===== config.mk =====
export PLATFORM = sky130hd
export DESIGN_NAME = doubly_linked_list_engine
export DESIGN_NICKNAME = d
export VERILOG_FILES = /design/src/rtl/dlle_pkg.sv /design/src/rtl/dlle_ram.sv /design/src/rtl/doubly_linked_list_engine.sv
export SDC_FILE = /design/constraint.sdc
export NUM_CORES = 1
export LEC_CHECK = 0
export BUFFER_PORTS_ARGS = -buffer_cell sky130_fd_sc_hd__buf_2
export CAP_MARGIN = 20
export CORE_ASPECT_RATIO = 1.2
export CORE_UTILIZATION = 55
export CTS_CLUSTER_SIZE = 40
export DETAILED_ROUTE_END_ITERATION = 10
export PLACE_DENSITY = 0.79
export SYNTH_ARGS = -nofsm -noshare
export SYNTH_HDL_FRONTEND = slang
export SYNTH_SLANG_ARGS = --single-unit

===== constraint.sdc =====
create_clock -name clk -period 5.4 [get_ports clk]
set_input_delay 0.81 -clock clk [delete_from_list [all_inputs] [get_ports clk]]
set_output_delay 0.81 -clock clk [all_outputs]
set_load 0.02 [all_outputs]

===== src/rtl/dlle_pkg.sv =====
// Shared codes and types for the doubly linked list engine.
// No dependencies; imported by doubly_linked_list_engine and tb_top.
`default_nettype none

package dlle_pkg;

	// Operation codes carried on the input tuser
	localparam logic [2:0] MODE_INS_HEAD = 3'd0;
	localparam logic [2:0] MODE_INS_TAIL = 3'd1;
	localparam logic [2:0] MODE_DELETE   = 3'd2;
	localparam logic [2:0] MODE_TRV_FWD  = 3'd3;
	localparam logic [2:0] MODE_TRV_BWD  = 3'd4;

	// Result status codes carried on the output tuser
	localparam logic [1:0] STAT_OK       = 2'd0;
	localparam logic [1:0] STAT_FULL     = 2'd1;
	localparam logic [1:0] STAT_EMPTY    = 2'd2;
	localparam logic [1:0] STAT_NOTFOUND = 2'd3;

	localparam int DATA_W = 32;

	typedef enum logic [8:0] {
		ST_IDLE     = 9'b000000001,
		ST_SCAN     = 9'b000000010,
		ST_INS_NODE = 9'b000000100,
		ST_INS_LINK = 9'b000001000,
		ST_WALK_RD  = 9'b000010000,
		ST_DEL_CHK  = 9'b000100000,
		ST_DEL_UNLK = 9'b001000000,
		ST_TRV_EMIT = 9'b010000000,
		ST_RESP     = 9'b100000000
	} state_t;

endpackage

`default_nettype wire


===== src/rtl/dlle_ram.sv =====
// Generic single-write, single-read RAM with a registered read port.
// Standalone; used for the node data and link stores of the list engine.
`default_nettype none

module dlle_ram #(
	parameter int WIDTH = 32,
	parameter int DEPTH = 16
) (
	input  wire                     clk,
	input  wire                     we,
	input  wire [$clog2(DEPTH)-1:0] waddr,
	input  wire [WIDTH-1:0]         wdata,
	input  wire [$clog2(DEPTH)-1:0] raddr,
	output logic [WIDTH-1:0]        rdata
);

	logic [WIDTH-1:0] mem_q [DEPTH];

	always_ff @(posedge clk) begin
		if (we) begin
			mem_q[waddr] <= wdata;
		end
		rdata <= mem_q[raddr];
	end

endmodule

`default_nettype wire


===== src/rtl/doubly_linked_list_engine.sv =====
// Top level of the doubly linked list engine: sequencer, pointers, slot map.
// Depends on dlle_pkg and on dlle_ram for the data, next and prev stores.
//
//  channel  | dir | tdata            | tuser          | tlast
//  ---------+-----+------------------+----------------+---------------
//  s_axis   | in  | value[31:0]      | mode[2:0]      | -
//  m_axis   | out | data[31:0]       | status[1:0]    | last
//
// Insert scans the slot map for the lowest free slot, one slot a cycle; delete
// walks from the head until the value matches or the entry count runs out;
// traversal walks the link stores one node a cycle while the output takes
// every beat.
// Reset clears the slot map, head, tail and count; node stores are not cleared.
// A stalled m_axis holds the walk in place; s_axis_tready is high only between
// operations, while the output register decouples the last result.
`default_nettype none

module doubly_linked_list_engine
	import dlle_pkg::*;
#(
	parameter int CAPACITY = 16
) (
	input  wire         clk,
	input  wire         arst_n,
	input  wire         s_axis_tvalid,
	output logic        s_axis_tready,
	input  wire  [31:0] s_axis_tdata,   // [31:0] value
	input  wire  [2:0]  s_axis_tuser,   // [2:0] mode
	output logic        m_axis_tvalid,
	input  wire         m_axis_tready,
	output logic [31:0] m_axis_tdata,   // [31:0] data
	output logic [1:0]  m_axis_tuser,   // [1:0] status
	output logic        m_axis_tlast
);

	// Index width covers the null index, which equals CAPACITY
	localparam int IW = $clog2(CAPACITY + 1);
	localparam int AW = $clog2(CAPACITY);
	localparam logic [IW-1:0] NULL_IDX = IW'(CAPACITY);

	state_t              state_q;
	logic [2:0]          mode_q;
	logic [DATA_W-1:0]   value_q;
	logic [1:0]          status_q;
	logic [CAPACITY-1:0] slot_used_q;
	logic [IW-1:0]       head_q, tail_q, count_q;
	logic [IW-1:0]       cur_q, steps_q;
	logic [AW-1:0]       scan_q;
	logic [IW-1:0]       p_q, n_q;

	logic              out_valid_q;
	logic [DATA_W-1:0] out_data_q;
	logic [1:0]        out_status_q;
	logic              out_last_q;

	// RAM ports
	logic [AW-1:0]     raddr;
	logic [DATA_W-1:0] data_rd;
	logic [IW-1:0]     next_rd, prev_rd;
	logic              next_we, prev_we;
	logic [AW-1:0]     next_waddr, prev_waddr;
	logic [IW-1:0]     next_wdata, prev_wdata;

	logic          out_free, load_out, load_last;
	logic [DATA_W-1:0] load_data;
	logic          first_node, at_head, fwd;
	logic [IW-1:0] slot_idx, trv_nxt, steps_inc;
	logic          trv_fin;

	assign s_axis_tready = (state_q == ST_IDLE);
	assign m_axis_tvalid = out_valid_q;
	assign m_axis_tdata  = out_data_q;
	assign m_axis_tuser  = out_status_q;
	assign m_axis_tlast  = out_last_q;

	assign out_free   = !out_valid_q || m_axis_tready;
	assign first_node = (head_q >= NULL_IDX) || (tail_q >= NULL_IDX) || (count_q == '0);
	assign at_head    = (mode_q == MODE_INS_HEAD);
	assign fwd        = (mode_q == MODE_TRV_FWD);
	assign slot_idx   = IW'(scan_q);
	assign steps_inc  = steps_q + 1'b1;
	assign trv_nxt    = fwd ? next_rd : prev_rd;
	assign trv_fin    = (trv_nxt >= NULL_IDX) || (steps_inc >= count_q);

	dlle_ram #(.WIDTH(DATA_W), .DEPTH(CAPACITY)) u_data_ram (
		.clk  (clk),
		.we   (state_q == ST_INS_NODE),
		.waddr(scan_q),
		.wdata(value_q),
		.raddr(raddr),
		.rdata(data_rd)
	);

	dlle_ram #(.WIDTH(IW), .DEPTH(CAPACITY)) u_next_ram (
		.clk  (clk),
		.we   (next_we),
		.waddr(next_waddr),
		.wdata(next_wdata),
		.raddr(raddr),
		.rdata(next_rd)
	);

	dlle_ram #(.WIDTH(IW), .DEPTH(CAPACITY)) u_prev_ram (
		.clk  (clk),
		.we   (prev_we),
		.waddr(prev_waddr),
		.wdata(prev_wdata),
		.raddr(raddr),
		.rdata(prev_rd)
	);

	// Read address: follow the link straight out of the RAM while walking,
	// otherwise hold the current node so its data stays on the read port.
	always_comb begin
		raddr = cur_q[AW-1:0];
		case (state_q)
			ST_DEL_CHK: begin
				raddr = next_rd[AW-1:0];
			end
			ST_TRV_EMIT: begin
				if (out_free) begin
					raddr = trv_nxt[AW-1:0];
				end
			end
			default: begin
				raddr = cur_q[AW-1:0];
			end
		endcase
	end

	// Link store writes
	always_comb begin
		next_we    = 1'b0;
		next_waddr = scan_q;
		next_wdata = NULL_IDX;
		prev_we    = 1'b0;
		prev_waddr = scan_q;
		prev_wdata = NULL_IDX;
		case (state_q)
			ST_INS_NODE: begin
				next_we    = 1'b1;
				next_wdata = (at_head && !first_node) ? head_q : NULL_IDX;
				prev_we    = 1'b1;
				prev_wdata = (!at_head && !first_node) ? tail_q : NULL_IDX;
			end
			ST_INS_LINK: begin
				// hook the old end of the list to the new node
				next_we    = !first_node && !at_head;
				next_waddr = tail_q[AW-1:0];
				next_wdata = slot_idx;
				prev_we    = !first_node && at_head;
				prev_waddr = head_q[AW-1:0];
				prev_wdata = slot_idx;
			end
			ST_DEL_UNLK: begin
				next_we    = (p_q < NULL_IDX);
				next_waddr = p_q[AW-1:0];
				next_wdata = n_q;
				prev_we    = (n_q < NULL_IDX);
				prev_waddr = n_q[AW-1:0];
				prev_wdata = p_q;
			end
			default: begin
				next_we = 1'b0;
				prev_we = 1'b0;
			end
		endcase
	end

	// Output register load
	always_comb begin
		load_out  = 1'b0;
		load_data = '0;
		load_last = 1'b1;
		case (state_q)
			ST_RESP: begin
				load_out = out_free;
			end
			ST_TRV_EMIT: begin
				load_out  = out_free;
				load_data = data_rd;
				load_last = trv_fin;
			end
			default: begin
				load_out = 1'b0;
			end
		endcase
	end

	always_ff @(posedge clk or negedge arst_n) begin
		if (!arst_n) begin
			out_valid_q <= 1'b0;
		end else if (load_out) begin
			out_valid_q <= 1'b1;
		end else if (m_axis_tready) begin
			out_valid_q <= 1'b0;
		end
	end

	always_ff @(posedge clk) begin
		if (load_out) begin
			out_data_q   <= load_data;
			out_status_q <= (state_q == ST_TRV_EMIT) ? STAT_OK : status_q;
			out_last_q   <= load_last;
		end
	end

	// Sequencer
	always_ff @(posedge clk or negedge arst_n) begin
		if (!arst_n) begin
			state_q     <= ST_IDLE;
			slot_used_q <= '0;
			head_q      <= NULL_IDX;
			tail_q      <= NULL_IDX;
			count_q     <= '0;
			mode_q      <= MODE_INS_HEAD;
			value_q     <= '0;
			status_q    <= STAT_OK;
			cur_q       <= '0;
			steps_q     <= '0;
			scan_q      <= '0;
			p_q         <= '0;
			n_q         <= '0;
		end else begin
			case (state_q)
				ST_IDLE: begin
					if (s_axis_tvalid) begin
						mode_q  <= s_axis_tuser;
						value_q <= s_axis_tdata;
						steps_q <= '0;
						scan_q  <= '0;
						case (s_axis_tuser)
							MODE_INS_HEAD, MODE_INS_TAIL: begin
								if (count_q >= NULL_IDX) begin
									status_q <= STAT_FULL;
									state_q  <= ST_RESP;
								end else begin
									state_q <= ST_SCAN;
								end
							end
							MODE_DELETE: begin
								if (count_q == '0 || head_q >= NULL_IDX) begin
									status_q <= STAT_EMPTY;
									state_q  <= ST_RESP;
								end else begin
									cur_q   <= head_q;
									state_q <= ST_WALK_RD;
								end
							end
							MODE_TRV_FWD: begin
								if (count_q == '0 || head_q >= NULL_IDX) begin
									status_q <= STAT_EMPTY;
									state_q  <= ST_RESP;
								end else begin
									cur_q   <= head_q;
									state_q <= ST_WALK_RD;
								end
							end
							MODE_TRV_BWD: begin
								if (count_q == '0 || tail_q >= NULL_IDX) begin
									status_q <= STAT_EMPTY;
									state_q  <= ST_RESP;
								end else begin
									cur_q   <= tail_q;
									state_q <= ST_WALK_RD;
								end
							end
							default: begin
								// unused codes: acknowledge and drop
								status_q <= STAT_OK;
								state_q  <= ST_RESP;
							end
						endcase
					end
				end
				ST_SCAN: begin
					// a free slot exists whenever the pool is not full
					if (!slot_used_q[scan_q]) begin
						state_q <= ST_INS_NODE;
					end else begin
						scan_q <= scan_q + 1'b1;
					end
				end
				ST_INS_NODE: begin
					state_q <= ST_INS_LINK;
				end
				ST_INS_LINK: begin
					slot_used_q[scan_q] <= 1'b1;
					count_q <= count_q + 1'b1;
					if (first_node) begin
						head_q <= slot_idx;
						tail_q <= slot_idx;
					end else if (at_head) begin
						head_q <= slot_idx;
					end else begin
						tail_q <= slot_idx;
					end
					status_q <= STAT_OK;
					state_q  <= ST_RESP;
				end
				ST_WALK_RD: begin
					state_q <= (mode_q == MODE_DELETE) ? ST_DEL_CHK : ST_TRV_EMIT;
				end
				ST_DEL_CHK: begin
					if (cur_q >= NULL_IDX || steps_q >= count_q) begin
						status_q <= STAT_NOTFOUND;
						state_q  <= ST_RESP;
					end else if (data_rd == value_q) begin
						p_q     <= prev_rd;
						n_q     <= next_rd;
						state_q <= ST_DEL_UNLK;
					end else begin
						cur_q   <= next_rd;
						steps_q <= steps_inc;
					end
				end
				ST_DEL_UNLK: begin
					if (p_q >= NULL_IDX) begin
						head_q <= n_q;
					end
					if (n_q >= NULL_IDX) begin
						tail_q <= p_q;
					end
					if (count_q == IW'(1)) begin
						head_q <= NULL_IDX;
						tail_q <= NULL_IDX;
					end
					slot_used_q[cur_q[AW-1:0]] <= 1'b0;
					count_q  <= count_q - 1'b1;
					status_q <= STAT_OK;
					state_q  <= ST_RESP;
				end
				ST_TRV_EMIT: begin
					// advance only when the output register takes the beat
					if (out_free) begin
						cur_q   <= trv_nxt;
						steps_q <= steps_inc;
						if (trv_fin) begin
							state_q <= ST_IDLE;
						end
					end
				end
				ST_RESP: begin
					if (out_free) begin
						state_q <= ST_IDLE;
					end
				end
				default: begin
					state_q <= ST_IDLE;
				end
			endcase
		end
	end

endmodule

`default_nettype wire


==> flow_summary.yaml <==
placement:
  place.detailed.hpwl_um: 49200
  gp_congestion: 0.8943
  io_buffers: 75
timing:
  setup_viol: 0
  rsz0062_at_grt: "no"
  maxSlewViolCount: 0
  tns_ps: 0
  fin_crit_sh_pct: 73.32
  fin_crit_ps: 3960
  timing.fmax_mhz: 252.6
  skew_ps: 28.13
  slew_headroom_pct: 30.37
  finalHoldViolCount: 0
  worst_pin_slew_ps: 1042
setup_path:
  path_cells: "nor4_4 -> nand4b_2 -> o21ai_2 -> o211ai_4 -> buf_12 -> nor2_4 -> buf_4 -> a221oi_1 -> and3_1"
  r2r_cells: 9
  cp_data_required_time_ps: 5920
  path_class: "flop to flop"
  crit_path_end_kind: "flop"
  cp_num_cells: 9
  cp-start-kind: "flop"
  critical_path.top_delay_family: "simple AND/OR/NAND/NOR gates"
  cp_num_buf_inv: 2
  slowest_delay_ps: 660
  crit_fanout: 76
  worstPathArrival_ps: 4480
  crit_path_top_delay_cell: "buf_4"
clocking:
  cts.clk_slew.worst_paths_ps: 60
  hold_buffers: 0
  cts_tree: "built"
  cts.sinks: 851
  clock_latency_ps: 640
  cts_buffers: 82
  cts_setup_buffers: 0
  cts_root_buf: "clkbuf_16"
  ctsResizeCount: 0
  h-tree-depth: 3
  cts_buffer_depth: 3
synthesis:
  synthCells: 2266
  synthAdderAreaFrac_pct: 0.6967
  synth_top_area_share_pct: 62.22
  synth-edff-count: 707
  ys_warn_count: 0
  synth_top_area_cell: "edfxtp_1"
  syn_avg_cell_area_um2: 15.06
  synth_top_family_by_area: "simple AND/OR/NAND/NOR gates"
  syn_area_um2: 34120
  ys_top_cells_by_area: "edfxtp_1 (62%), dfrtp_1 (7.3%), mux2i_1 (6.3%)"
  ys_seq_area_share_pct: 72.18
  synthDistinctLibCells: 72
  muxShareOfSynthArea_pct: 7.297
  synth-xor-area-share_pct: 1.104
  synthesis.nets: 2324
  synth-simple-area-share_pct: 8.984
  synth-main-ff-cell: "edfxtp_1"
  synthArstFlopShare_pct: 11.99
  yosys_register_bits: 851
  synth_compound_area_share_pct: 7.763
floorplan:
  die_x_um: 229.4
  rows: 99
  die_h_um: 274.9
  start_util_pct: 55.88
  ios: 76
  core_region_area_um2: 61070
  dieArea_um2: 63040
job:
  maxCapViolations: 0
power:
  ir_drop_v: 0.0004910
  pwr_density_cell_nw_per_um2: 497.1
  power_leakage_uw: 0.01312
global_routing:
  grt_max_degree: 112
  antenna_found_initial: 0
  overflow: 0
  grt_pass1_vias: 20840
  groute.usage.overall_pct: 27.15
  grt_pass1_wl_um: 126900
routing:
  finalWirelength_um: 85070
  vias: 20480
  firstDrtPassIters: 9
  vias_per_cell: 6.352
  drt_iter0_drc: 2435
  drc: 0
  post_drt_wl_per_cell_um: 26.39
  drtAntennaViolNets: 0
layout:
  final_nets: 2409
  seqCellArea_um2: 24630
  fillCellCount: 4203
  most-common-layout-cells: "edfxtp_1 (707), nand2_1 (428), mux2i_1 (215)"
  layout-drive-gt1-share_pct: 14.03
  n_antenna_cell: 0
  syn_to_final_growth_pct: 11.92
  layout.cells.most_common: "edfxtp_1"
  multi_input_area_um2: 9001
  fin_util_pct: 62.53
run_status:
  outcome: "finished clean"
min_path:
  hp-class: "primary input to asynchronous set/reset pin"
==> layout make-up <==
cell class / instances / share of cell area, %
multi-input combinational: 1277 / 23.57
clock inverter: 46 / 1.396
inverter: 23 / 0.2261
clock buffer: 103 / 5.711
tap: 808 / 2.647
timing repair buffer: 116 / 1.959
sequential: 851 / 64.49
==> power by group <==
group / switching [uW] / total [uW] / leakage (uW) / internal [uW]
Sequential: 890 / 8970 / 0.00828 / 8080
Clock: 2440 / 5810 / 0.00132 / 3360
Combinational: 2620 / 4200 / 0.00352 / 1590
==> cell families (layout without fill, tap and decap cells) <==
| group | after synthesis | in the layout |
|---|---|---|
| buf+inv | 138 | 288 |
| compound gates | 286 | 286 |
| flops | 851 | 851 |
| fa+ha+maj | 19 | 19 |
| xor+xnor | 43 | 43 |
| mux | 240 | 240 |
| simple gates | 689 | 689 |
==> flip-flops by register name, summed over array words and instances (netlist names), 9 cells and up <==
register	flops
value_q	32
u_data_ram.rdata	32
u_next_ram.mem_q	80
slot_used_q	16
state_q	9
u_data_ram.mem_q	512
u_prev_ram.mem_q	80
m_axis_tdata	32
==> through the flow <==
stage / cell area [um^2] / hold WS [ps] / std cells / total power, uW / worst slack (ps)
6_report: 38190 / 352.7 / 3224 / 18980 / 1440
3_5_place_dp: 35470 / 480.9 / 3074 / 13170 / 1509
4_1_cts: 38180 / 334.4 / 3223 / 18930 / 1489
3_3_place_gp: 35450 / 478.8 / 3073 / 12980 / 1656
2_1_floorplan: 34120 / 460.7 / 2266 / 11610 / 1318
5_1_grt: 38190 / 374.7 / 3224 / 19560 / 1235
==> routing by layer <==
layer  up-vias  routed length [um]  GRT usage, %  share of wire (%)
met3       222                7348         4.177                8.6
met5         -                   0             0                  0
met2      1151               42090         46.11                 49
met1     10270               31590         33.83                 37
li1       8833                   -             -                  -
met4         0                4037         14.40                4.7
==> path summary, 6_finish.rpt <==
path                                 start             endpoint  slack (ps)
max                             state_q[2]  u_data_ram.rdata[3]        1440
min                                 arst_n          value_q[29]         350
max reg2reg                     state_q[2]  u_data_ram.rdata[3]        1440
min reg2reg                 slot_used_q[6]       slot_used_q[6]         500
max in group asynchronous           arst_n               n_q[2]        3760
min in group clk           s_axis_tdata[3]           value_q[3]         360
==> Yosys cell counts (all sizes together) (21+ instances only) <==
| cell type | count |
|---|---|
| and3 | 46 |
| nor2 | 83 |
| edfxtp | 707 |
| clkbuf | 44 |
| a32oi | 84 |
| inv | 23 |
| a221oi | 50 |
| nand3 | 21 |
| a32o | 42 |
| xnor2 | 39 |
| and2 | 39 |
| nand2 | 430 |
| mux2i | 215 |
| dfxtp | 42 |
| dfrtp | 99 |
| buf | 71 |
Power figures use the tool's default switching activity.
